===== config.mk =====
export PLATFORM = sky130hd
export DESIGN_NAME = zero_run_vlq_decoder
export DESIGN_NICKNAME = d
export VERILOG_FILES = /design/src/design/zrvlq_pkg.sv /design/src/design/zero_run_vlq_decoder.sv
export SDC_FILE = /design/constraint.sdc
export NUM_CORES = 1
export LEC_CHECK = 0
export ABC_AREA = 1
export BUFFER_PORTS_ARGS = -buffer_cell sky130_fd_sc_hd__buf_2
export CORE_UTILIZATION = 60
export CTS_CLUSTER_DIAMETER = 50
export DETAILED_ROUTE_END_ITERATION = 16
export HOLD_SLACK_MARGIN = 0.08
export MAX_ROUTING_LAYER = met4
export PLACE_DENSITY = 0.8
export SETUP_SLACK_MARGIN = 0.5
export SYNTH_ARGS = -nofsm -noshare
export SYNTH_HDL_FRONTEND = slang
export SYNTH_SLANG_ARGS = --single-unit

===== constraint.sdc =====
create_clock -name clock -period 5.2 [get_ports clock]
set_input_delay 0.26 -clock clock [delete_from_list [all_inputs] [get_ports clock]]
set_output_delay 0.26 -clock clock [all_outputs]
set_load 0.01 [all_outputs]

===== src/design/zrvlq_pkg.sv =====
// Package for the zero-run / VLQ coefficient decoder.
// Holds the parse phase codes, VLQ byte constants and the response type.
// No dependencies.
`default_nettype none

package zrvlq_pkg;

   // Parse phase codes
   localparam logic [1:0] PH_COUNT_LO = 2'd0;
   localparam logic [1:0] PH_COUNT_HI = 2'd1;
   localparam logic [1:0] PH_VALUES   = 2'd2;

   // VLQ byte layout: bit 7 marks the last byte, bits 6..0 carry a group
   localparam int unsigned VLQ_LAST_BIT   = 7;
   localparam int unsigned VLQ_GROUP_BITS = 7;

   // Saturation point of the group counter (weight 2^21 and up is lost mod 2^16)
   localparam logic [1:0] GROUP_SAT = 2'd3;

   // One decoded response
   typedef struct packed {
      logic signed [15:0] coeff_value;
      logic [15:0]        run_length;
      logic               is_zero_run;
   } rsp_type;

endpackage

`default_nettype wire


===== src/design/zero_run_vlq_decoder.sv =====
// Zero-run / VLQ coefficient decoder: one stream byte per request; depends on zrvlq_pkg.
// The response for the request byte that completes it is registered into the output queue.
// Throughput: one byte per cycle while req_stall is low; each accepted byte updates the parse state.
// A two-entry output queue stalls requests only when both entries are full.
// Reset (synchronous, active high) returns the parser to expect a count low byte
// of a zero run and empties the output queue.
`default_nettype none

module zero_run_vlq_decoder
   import zrvlq_pkg::*;
(
   input  wire                clock,
   input  wire                reset,
   input  wire                req_valid,
   output logic               req_stall,
   input  wire  [7:0]         req_in_byte,
   output logic               rsp_valid,
   input  wire                rsp_stall,
   output logic signed [15:0] rsp_coeff_value,
   output logic [15:0]        rsp_run_length,
   output logic               rsp_is_zero_run
);

   // Parse state
   logic [1:0]  phase_ff, phase_in;
   logic [7:0]  count_lo_ff, count_lo_in;
   logic [15:0] values_left_ff, values_left_in;
   logic        run_is_zero_ff, run_is_zero_in;
   logic [15:0] acc_ff, acc_in;
   logic [1:0]  group_idx_ff, group_idx_in;

   // Output queue
   logic [1:0]  fill_ff, fill_in;
   rsp_type     head_ff, head_in;
   rsp_type     tail_ff, tail_in;

   logic        req_accept;
   logic        rsp_take;
   logic        res_valid;
   rsp_type     res;
   logic [15:0] count;
   logic [6:0]  grp;
   logic [15:0] grp_shifted;
   logic [15:0] acc_sum;

   assign req_stall  = (fill_ff == 2'd2);
   assign req_accept = req_valid && !req_stall;
   assign rsp_valid  = (fill_ff != 2'd0);
   assign rsp_take   = rsp_valid && !rsp_stall;

   assign count = {req_in_byte, count_lo_ff};
   assign grp   = req_in_byte[VLQ_GROUP_BITS-1:0];

   // Weight the incoming 7-bit group by its position, modulo 2^16
   always_comb begin
      case (group_idx_ff)
         2'd0:    grp_shifted = {9'd0, grp};
         2'd1:    grp_shifted = {2'd0, grp, 7'd0};
         2'd2:    grp_shifted = {grp[1:0], 14'd0};
         default: grp_shifted = 16'd0;
      endcase
   end

   assign acc_sum = acc_ff + grp_shifted;

   // Parse one byte and compute the next state and any response
   always_comb begin
      phase_in       = phase_ff;
      count_lo_in    = count_lo_ff;
      values_left_in = values_left_ff;
      run_is_zero_in = run_is_zero_ff;
      acc_in         = acc_ff;
      group_idx_in   = group_idx_ff;
      res_valid      = 1'b0;
      res.coeff_value = acc_sum;
      res.run_length  = 16'd1;
      res.is_zero_run = 1'b0;

      if (req_accept) begin
         case (phase_ff)
            PH_COUNT_HI: begin
               run_is_zero_in = !run_is_zero_ff;
               phase_in       = PH_COUNT_LO;
               if (count != 16'd0) begin
                  if (!run_is_zero_ff) begin
                     // Count completes a zero run: one response for the whole run
                     res_valid       = 1'b1;
                     res.coeff_value = 16'sd0;
                     res.run_length  = count;
                     res.is_zero_run = 1'b1;
                  end else begin
                     values_left_in = count;
                     acc_in         = 16'd0;
                     group_idx_in   = 2'd0;
                     phase_in       = PH_VALUES;
                  end
               end
            end
            PH_VALUES: begin
               acc_in = acc_sum;
               if (!req_in_byte[VLQ_LAST_BIT]) begin
                  if (group_idx_ff != GROUP_SAT) begin
                     group_idx_in = group_idx_ff + 2'd1;
                  end
               end else begin
                  // Last byte of a value: emit it and move to the next value, or to the next count after the last value
                  res_valid      = 1'b1;
                  acc_in         = 16'd0;
                  group_idx_in   = 2'd0;
                  values_left_in = values_left_ff - 16'd1;
                  if (values_left_ff == 16'd1) begin
                     phase_in = PH_COUNT_LO;
                  end
               end
            end
            default: begin
               count_lo_in = req_in_byte;
               phase_in    = PH_COUNT_HI;
            end
         endcase
      end
   end

   // Output queue: head drives the response port, tail holds an overflow entry
   always_comb begin
      fill_in = fill_ff;
      head_in = head_ff;
      tail_in = tail_ff;
      case (fill_ff)
         2'd0: begin
            if (res_valid) begin
               head_in = res;
               fill_in = 2'd1;
            end
         end
         2'd1: begin
            if (rsp_take && res_valid) begin
               head_in = res;
            end else if (rsp_take) begin
               fill_in = 2'd0;
            end else if (res_valid) begin
               tail_in = res;
               fill_in = 2'd2;
            end
         end
         default: begin
            if (rsp_take) begin
               head_in = tail_ff;
               fill_in = 2'd1;
            end
         end
      endcase
   end

   // State registers
   always_ff @(posedge clock) begin
      if (reset) begin
         phase_ff       <= PH_COUNT_LO;
         count_lo_ff    <= 8'd0;
         values_left_ff <= 16'd0;
         run_is_zero_ff <= 1'b0;
         acc_ff         <= 16'd0;
         group_idx_ff   <= 2'd0;
         fill_ff        <= 2'd0;
      end else begin
         phase_ff       <= phase_in;
         count_lo_ff    <= count_lo_in;
         values_left_ff <= values_left_in;
         run_is_zero_ff <= run_is_zero_in;
         acc_ff         <= acc_in;
         group_idx_ff   <= group_idx_in;
         fill_ff        <= fill_in;
      end
   end

   // Payload registers of the output queue
   always_ff @(posedge clock) begin
      head_ff <= head_in;
      tail_ff <= tail_in;
   end

   assign rsp_coeff_value = head_ff.coeff_value;
   assign rsp_run_length  = head_ff.run_length;
   assign rsp_is_zero_run = head_ff.is_zero_run;

endmodule

`default_nettype wire

==> results of run 1 <==
## worst reg2reg max path: cells and delay by family, from the launching register on
kind / cells / cell delay (ns)
adders and majority gates: 3 / 1.12
and+or+nand+nor: 7 / 0.68
DFF: 1 / 0.42
xor gates and xnor gates: 1 / 0.28
AOI/OAI and AO/OA: 1 / 0.17
## layout make-up
class | instances | area share
clock buffers | 18 | 0.0590
clock inverters | 14 | 0.0200
inverters | 81 | 0.0433
multi-input cells | 543 | 0.401
flip-flops and latches | 113 | 0.413
well taps | 133 | 0.0235
repair buffers | 52 | 0.0403
## cell families after synthesis
kind of cell | count (synthesis) | share of synthesized area
AND/OR/NAND/NOR | 395 | 0.288
AO/OA/AOI/OAI | 113 | 0.101
flip-flops | 113 | 0.473
buffers and inverters | 103 | 0.0720
adder cells (fa/ha/maj) | 25 | 0.0518
XOR/XNOR | 10 | 0.0142
## through the flow
stage	std cells	hold WS (ns)
finish	954	0.0997
global route	954	0.107
CTS	954	0.0822
detailed placement	918	0.471
global placement	918	0.462
floorplan	759	0.448
## synthesized netlist by cell type, drive strengths merged (2+ instances only)
cell type    n  area, sq um
dfxtp       47          941
ha          24          300
nor3        20          100
o21ai       49          249
edfxtp      66         1980
inv         80          303
o21a         2         15.0
nor2       100          474
a21oi       59          333
xnor2        5         43.8
buf         10         93.8
nand3       34          210
xor2         5         43.8
nand2      233          947
clkbuf      12         45.0
nand4        5         31.3
## per-layer routing
layer	track usage	wire length [um]	share of wire	vias up
met3	0.0642	1090	0.075	30
met2	0.456	6840	0.47	208
li1	-	-	-	2579
met5	-	0	0	-
met1	0.392	6410	0.44	2501
met4	0.105	286	0.020	0
## worst paths after layout
kind	cells past startpoint	slack (ns)	end	from
worst max-delay path	12	2.39	acc_ff[6]$_SDFFE_PP0P_	group_idx_ff[0]$_SDFFE_PP0P_
worst min-delay path	3	0.1	count_lo_ff[7]$_SDFFE_PP0P_	req_in_byte[7]
worst max register to register	12	2.39	acc_ff[6]$_SDFFE_PP0P_	group_idx_ff[0]$_SDFFE_PP0P_
worst min register to register	2	0.48	acc_ff[13]$_SDFFE_PP0P_	acc_ff[13]$_SDFFE_PP0P_
## state kept, by name (all words and copies together), names as in the netlist
| name | count |
|---|---|
| acc_ff | 16 |
| values_left_ff | 16 |
| fill_ff | 2 |
| rsp_coeff_value | 16 |
| tail_ff | 33 |
| run_is_zero_ff | 1 |
| phase_ff | 2 |
| count_lo_ff | 8 |
| group_idx_ff | 2 |
| rsp_is_zero_run | 1 |
| rsp_run_length | 16 |
## report_power, final
| group | internal (mW) | total, mW | switching, mW |
|---|---|---|---|
| Clock | 0.677 | 1.10 | 0.420 |
| Sequential | 0.964 | 0.978 | 0.0135 |
| Combinational | 0.0639 | 0.210 | 0.146 |
| Total | 1.71 | 2.28 | 0.579 |
## timing repair
action,4_1_cts,5_1_grt
hold buffers,4,0
resized for setup,0,0
endpoints found under the hold margin,4,0
==> run summary, run 1 <==
Worst Path Max Fanout: 14
Grt ovf: 0
CP Buf/Inv Count: 0
Max Clock Skew: 0.00870 ns
Clock sink total: 113
Die area: 0.0107 sq mm
Total CTS buffers: 17
Post-route design area: 0.00708 sq mm
Clock-pin slew on the worst setup and hold paths: 0.06 ns
Post-CTS Setup Bufs: 0
Max Slew Vio Count: 0
Filler cells: 710
Ant diodes: 0
VDD IR max: 0.000228 V
Max Cap Viol: 0
Commonest non-fill, non-tap cell in the layout: nand2_1
DRT iter0 DRCs: 563
Setup crit start kind: register
Final #Nets: 845
CTS tree: yes
DP Worst Slack: 2.47 ns
Syn Inst Count: 759
HP Class: input pin to register
Routed len/inst: 15.3 um
Chip height: 104 um
Setup WS post-layout: 2.39 ns
Rel. slew slack: 0.301
Tot GR Track Use: 0.298
Die Wd: 104 um
Vias in the first global route: 5,089
Fmax: 356 MHz
Min cycle time layout: 2.81 ns
Total number of vias: 5,318
Clk_lat worst skew: 0.53 ns
Area grow syn2layout: 14.5%
Unrepaired setup endpoints after global routing: no
FF/Latch Area: 0.00292 sq mm
Most frequent cells in the layout: 218 x nand2_1, 86 x nor2_1, 75 x inv_1
Yosys warns: 0
Area after DPL: 0.00648 sq mm
Pwr Total: 2.28 mW
Final Util: 0.718
Synthesized area: 0.00618 sq mm
Fin crit share: 0.540
P_leak: 3.04 nW
Worst slew pin tran: 1.05 ns
Crit end category: register
Avg Cell Area, Syn: 8.15 sq um
Core area: 0.00986 sq mm
Critical path, cell by cell: ha_1 -> nor3_1 -> ha_1 -> fa_1 -> nand3_1 -> nand2_1 -> nand2_1 -> nand2_1 -> xnor2_1 -> nor2_1 -> a21oi_1 -> nor2_1
Final Setup Violations: 0
Clock buffer depth: 2
Crit Path Category: register to register
Initial Utilization: 0.627
Maximum number of pins on one net before global-route repair: 36
RD Place Congestion: 0.966
# DRC: 0
Detail Placement HPWL: 9880 um
#FFs+latches synth: 113
Post-synth EDFFs: 66
Layout cell share with drive strength beyond 1: 0.161
IO Count: 47
Number of antenna violations at the first check in global routing: 0
Master of the slowest instance on the critical path: ha_1
Post-Route WL: 14,600 um
ANT nets after route: 0
CP peak stage delay: 0.47 ns
Port bufs: 46
Critical path arrival: 3.19 ns
Final Hold Vio Count: 0
First-pass GRT wire length: 24,600 um
Prevailing post-synth register cell: edfxtp_1
Area of the multi-input gates: 0.00284 sq mm
H-tree depth: 4
Worst path top cell family by delay: adder cells
Most frequent CP cell: nand2_1
Sequential-to-total area share from yosys stat: 0.473
Vias/cell: 5.57
Setup TNS: 0 ns
Clock root buffer: clkbuf_8
Row cnt: 36
Status: finished clean
Distinct cell type count after synthesis: 38
Synth async-reset ratio: 0
Power Density: 323 mW/mm^2
Data required, critical path: 5.58 ns
TritonRoute pass-1 iters: 5
Synth Net Count: 796
(Power assumes the default switching activity.)
==> run 2: changes to the inputs <==
--- a/config.mk
+++ b/config.mk
@@ -5,14 +5,14 @@
 export SDC_FILE = /design/constraint.sdc
 export NUM_CORES = 1
 export LEC_CHECK = 0
-export ABC_AREA = 1
+export ABC_AREA = 0
 export BUFFER_PORTS_ARGS = -buffer_cell sky130_fd_sc_hd__buf_2
-export CORE_UTILIZATION = 60
+export CORE_UTILIZATION = 54
 export CTS_CLUSTER_DIAMETER = 50
 export DETAILED_ROUTE_END_ITERATION = 16
 export HOLD_SLACK_MARGIN = 0.08
 export MAX_ROUTING_LAYER = met4
-export PLACE_DENSITY = 0.8
+export PLACE_DENSITY = 0.76
 export SETUP_SLACK_MARGIN = 0.5
 export SYNTH_ARGS = -nofsm -noshare
 export SYNTH_HDL_FRONTEND = slang
==> constraint.sdc (replaced) <==
create_clock -name clock -period 2.4 [get_ports clock]
set_input_delay 0.12 -clock clock [delete_from_list [all_inputs] [get_ports clock]]
set_output_delay 0.12 -clock clock [all_outputs]
set_load 0.01 [all_outputs]
==> run summary, run 2 <==
Clock buffer depth: 2
Area contributors post-synth: edfxtp_1 33%, dfxtp_1 16%, ha_1 5.0%
Setup crit start kind: register
Non-Filler Instances: 931
Max Clock Skew: 0.00976 ns
P_leak: 3.60 nW
DRT iter0 DRCs: 1,316
Most numerous cell in the Yosys netlist: edfxtp_1
Seq pwr share: 0.419
Ant diodes: 0
Clk_lat worst skew: 0.55 ns
CTS tree: yes
HP Class: input pin to register
Commonest cells in the netlist: 66 x edfxtp_1, 60 x nand2_1, 53 x nor2_1
Number of flip-flops in the largest register: 33
Crit Path Category: register to register
Power Density: 538 mW/mm^2
Data required, critical path: 2.72 ns
Commonest non-fill, non-tap cell in the layout: buf_4
Worst Path Max Fanout: 5
P_int: 3.57 mW
Filler cells: 392
Die Wd: 107 um
Vias in the first global route: 5,833
Synth Net Count: 635
Most frequent cells in the layout: 83 x buf_4, 66 x edfxtp_1, 56 x nand2_1
Clock share of power: 0.468
Top reg by flops: tail_ff
Worst slew pin tran: 0.878 ns
ANT nets after route: 0
Detail Placement HPWL: 10,100 um
CP Launch Point: group_idx_ff[1]$_SDFFE_PP0P_
Sw Ratio: 0.283
Min cycle time layout: 3.27 ns
Yosys top cell by area: edfxtp_1
Unrepaired setup endpoints after global routing: yes
Final #Nets: 815
RD Place Congestion: 0.946
Synth async-reset ratio: 0
Combinational Power Share: 0.112
R2r startpoint: group_idx_ff[1]$_SDFFE_PP0P_
Initial Utilization: 0.552
Hold_ws: 0.101 ns
Routed len/inst: 29.8 um
Clock sink total: 113
Sequential-to-total area share from yosys stat: 0.488
# DRC: 0
Rel. slew slack: 0.413
Reg2reg setup slack: -0.87 ns
Setup WS post-layout: -0.874 ns
IO Count: 47
Fin crit share: 1.36
Max Cap Viol: 0
First-pass GRT wire length: 32,700 um
Final Hold Vio Count: 0
Core area: 0.0108 sq mm
Crit end category: register
Clock-pin slew on the worst setup and hold paths: 0.07 ns
NetSw: 1.41 mW
Distinct cell type count after synthesis: 60
Row cnt: 38
Status: finished, violations left
H-tree depth: 4
Syn Inst Count: 598
Vias/cell: 7.24
Fmax: 305 MHz
Final Setup Violations: 40
Clock root buffer: clkbuf_8
Tot GR Track Use: 0.394
Total CTS buffers: 17
VDD IR max: 0.000435 V
Avg Cell Area, Syn: 10.0 sq um
Area grow syn2layout: 54.6%
Total number of vias: 6,739
Synthesized area: 0.00599 sq mm
Max Slew Vio Count: 0
Port bufs: 46
Layout cell share with drive strength beyond 1: 0.492
Pwr Total: 4.98 mW
TritonRoute pass-1 iters: 8
Placed insts: 812
Prevailing post-synth register cell: edfxtp_1
Maximum number of pins on one net before global-route repair: 56
#FFs+latches synth: 113
Post-synth EDFFs: 66
Grt ovf: 0
Number of antenna violations at the first check in global routing: 0
Yosys warns: 0
Post-Route WL: 27,800 um
Violated checks: setup timing
Yosys top cell area share: 0.331
Critical path arrival: 3.60 ns
Worst hold start: req_in_byte[5]
Chip height: 107 um
Die area: 0.0115 sq mm
## run 2: critical path, stage by stage (launching register included)
cell and delay, ns:
dfxtp_4 0.37, inv_4 0.09, ha_4 0.13, nor2b_4 0.30
and2_4 0.21, ha_4 0.21, buf_4 0.14, buf_4 0.14
a21oi_1 0.21, o21ai_1 0.27, a21oi_4 0.28, a221oi_4 0.13
o21a_1 0.28, o41ai_2 0.30
## run 2: timing repair
| action | in CTS | in global routing |
|---|---|---|
| setup buffers | 29 | 34 |
| hold buffers | 11 | 0 |
| endpoints found under the hold margin | 17 | 0 |
| cloned | 9 | 4 |
| pin swaps | 51 | 47 |
| endpoints found under the setup margin | 126 | 153 |
| resized for setup | 123 | 115 |
## run 2: power groups by stage
stage          clock [mW]  sequential, mW  combinational, mW
5_1_grt              2.39            2.09              0.565
4_1_cts              2.25            2.08              0.409
3_5_place_dp            0            2.12              0.315
3_3_place_gp            0            2.12              0.308
2_1_floorplan           0            2.12              0.197
6_report             2.33            2.09              0.558
## run 2: layout make-up
class                   count  area (sq um)  share of cell area
multi-input cells         439          3850               0.415
flip-flops and latches    113          2960               0.319
repair buffers            187          1660               0.180
clock buffers              17           414              0.0447
well taps                 140           175              0.0189
clock inverters            15           111              0.0120
inverters                  19          81.3             0.00878
repair inverters            1          11.3             0.00122
## run 2: kinds of logic after synthesis
group	synth area share
simple gates	0.198
compound gates	0.156
flops	0.488
buf+inv	0.0332
mux	0.0543
fa+ha+maj	0.0535
xor+xnor	0.0176
## run 2: final timing paths
path | to | cells after the start
hold reg to reg | values_left_ff[11]$_SDFFE_PP0P_ | 2
setup / recovery | rsp_coeff_value[14]$_DFFE_PP_ | 13
setup reg to reg | rsp_coeff_value[14]$_DFFE_PP_ | 13
hold / removal | tail_ff[14]$_DFFE_PP_ | 2
## run 2: metrics by stage
| stage | worst slack (ns) | area (sq um) | TNS [ns] | util |
|---|---|---|---|---|
| detailed placement | -0.490 | 6830 | -10.05 | 0.630 |
| global placement | -0.422 | 6830 | -7.57 | 0.630 |
| finish | -0.874 | 9260 | -20.20 | 0.854 |
| CTS | -0.343 | 8430 | -5.95 | 0.778 |
| global route | -1.03 | 9260 | -22.59 | 0.854 |
| floorplan | -0.297 | 6110 | -2.83 | - |
## run 2: per-layer routing
layer / up-vias / wire length (um) / track usage
met4: 0 / 2490 / 0.222
met2: 804 / 11900 / 0.611
li1: 2568 / - / -
met1: 3087 / 9350 / 0.471
met5: - / 0 / -
met3: 280 / 4000 / 0.0975
==> run 3: changes to the inputs <==
==> constraint.sdc (replaced) <==
create_clock -name clock -period 2.8 [get_ports clock]
set_input_delay 0.14 -clock clock [delete_from_list [all_inputs] [get_ports clock]]
set_output_delay 0.14 -clock clock [all_outputs]
set_load 0.01 [all_outputs]
==> run summary, run 3 (synthesis gave the netlist of run 2 again) <==
Critical path, cell by cell: ha_2 -> nor2b_4 -> buf_6 -> and2_4 -> ha_4 -> o21ai_1 -> o21ai_2 -> a2111oi_4 -> nor3_2 -> xnor2_1 -> o21ai_1
Final Hold Vio Count: 0
Total number of vias: 5,420
Area grow syn2layout: 36.4%
Row cnt: 38
Clock buffer depth: 2
Die area: 0.0115 sq mm
HP Class: input pin to register
Critical path depth in cells: 11
Top routing layer in use: met4
CP Launch Point: group_idx_ff[0]$_SDFFE_PP0P_
Most frequent cells in the layout: 66 x edfxtp_1, 57 x nand2_1, 49 x buf_4
Post-route design area: 0.00817 sq mm
Max Clock Skew: 0.0111 ns
Status: finished, violations left
Routed len/inst: 21.1 um
ANT nets after route: 0
CP Buf/Inv Count: 1
Rel. slew slack: 0.564
Core area: 0.0108 sq mm
Final #Nets: 741
CP peak stage delay: 0.37 ns
Fmax: 337 MHz
Final Util: 0.754
Fin crit share: 1.06
Area after DPL: 0.00652 sq mm
P_leak: 3.13 nW
Max Slew Vio Count: 0
Met1 WL: 7230 um
Worst Path Max Fanout: 5
Setup crit start kind: register
Crit Path Category: register to register
Hold path depth: 4
Vias in the first global route: 4,997
Master of the slowest instance on the critical path: o21ai_1
Data required, critical path: 3.07 ns
Port bufs: 46
Layout cell share with drive strength beyond 1: 0.371
Tot GR Track Use: 0.315
Critical path arrival: 3.24 ns
Worst slew pin tran: 0.652 ns
Met2 WL: 8420 um
Unrepaired setup endpoints after global routing: yes
Clock sink total: 113
Detail Placement HPWL: 10000 um
Total CTS buffers: 17
Placed insts: 782
Most frequent CP cell: o21ai_1
Chip height: 107 um
Met3 wire length: 1670 um
RD Place Congestion: 0.922
Grt ovf: 0
Reg2reg setup slack: -0.17 ns
R2r startpoint: group_idx_ff[0]$_SDFFE_PP0P_
Non-Filler Instances: 857
Number of flip-flops in the largest register: 33
Number of antenna violations at the first check in global routing: 0
Final Setup Violations: 17
Min cycle time layout: 2.97 ns
Worst Setup EP: rsp_coeff_value[8]$_DFFE_PP_
Initial Utilization: 0.552
CTS tree: yes
TritonRoute pass-1 iters: 7
Worst r2r dst: rsp_coeff_value[8]$_DFFE_PP_
FF/Latch Area: 0.00293 sq mm
Violated checks: setup timing
Area of the multi-input gates: 0.00355 sq mm
H-tree depth: 4
Crit end category: register
First-pass GRT wire length: 26,400 um
Die Wd: 107 um
DRT iter0 DRCs: 583
Setup TNS: -1.33 ns
Top reg by flops: tail_ff
Filler cells: 630
Maximum number of pins on one net before global-route repair: 54
Max Cap Viol: 0
Commonest non-fill, non-tap cell in the layout: edfxtp_1
VDD IR max: 0.000411 V
Clock-pin slew on the worst setup and hold paths: 0.07 ns
Setup WS post-layout: -0.166 ns
IO Count: 47
Clock root buffer: clkbuf_8
Power Density: 535 mW/mm^2
FF-to-FF path depth: 11
Post-Route WL: 18,100 um
Vias/cell: 6.32
Worst path top cell family by delay: compound AO/OA/AOI/OAI gates
Clk_lat worst skew: 0.54 ns
# DRC: 0
Ant diodes: 0
-- run 3: cell types whose count changed in the layout (fill, tap and decap cells not counted), sizes merged --
cell / delta
and4b: -2
clkinv: -3
dlygate4sd3: -2
clkbuf: -2
inv: +3
bufinv: +3
clkinvlp: -4
buf: -67
-- run 3: how the worst min path moves through the flow --
stage	from	endpoint	slack (ns)
CTS	req_in_byte[0]	count_lo_ff[0]$_SDFFE_PP0P_	0.10
finish	req_in_byte[0]	count_lo_ff[0]$_SDFFE_PP0P_	0.11
floorplan	rsp_stall	fill_ff[0]$_SDFFE_PP0P_	0.24
detailed placement	rsp_stall	fill_ff[0]$_SDFFE_PP0P_	0.44
global route	req_in_byte[0]	count_lo_ff[0]$_SDFFE_PP0P_	0.13
global placement	rsp_stall	fill_ff[0]$_SDFFE_PP0P_	0.44
-- run 3: area by class of cell --
class | instances | share of cell area
repair buffers | 116 | 0.101
well taps | 140 | 0.0214
inverters | 19 | 0.00995
clock buffers | 17 | 0.0507
multi-input cells | 437 | 0.434
flip-flops and latches | 113 | 0.359
clock inverters | 15 | 0.0243
-- run 3: worst min-delay path: stages --
cell,delay (ns)
buf_2,0.12
buf_4,0.18
mux2i_1,0.08
nor2_1,0.08
-- run 3: repair_timing --
item	4_1_cts	5_1_grt
endpoints found under the hold margin	19	0
setup endpoints to repair	43	45
buffers inserted	22	11
gates resized for setup	59	73
pin swaps	38	43
gates cloned	1	0
hold buffers	9	0
-- run 3: metal layers --
layer  up-vias  global-route usage
met2       324               0.500
li1       2412                   -
met5         -                   -
met3        88              0.0678
met4         0               0.123
met1      2596               0.395
-- run 3: stage by stage --
step	hold WS (ns)	setup slack (ns)	power (mW)
finish	0.115	-0.166	4.37
global route	0.135	-0.264	4.47
CTS	0.101	0.000789	4.33
detailed placement	0.443	-0.120	2.06
global placement	0.438	-0.00613	2.05
floorplan	0.236	0.0948	1.98
-- run 3: report_power, final --
| group | total [mW] | leakage [nW] | internal [mW] | switching (mW) |
|---|---|---|---|---|
| Combinational | 0.318 | 1.80 | 0.125 | 0.194 |
| Sequential | 1.79 | 1.03 | 1.77 | 0.0209 |
| Clock | 2.27 | 0.303 | 1.39 | 0.881 |
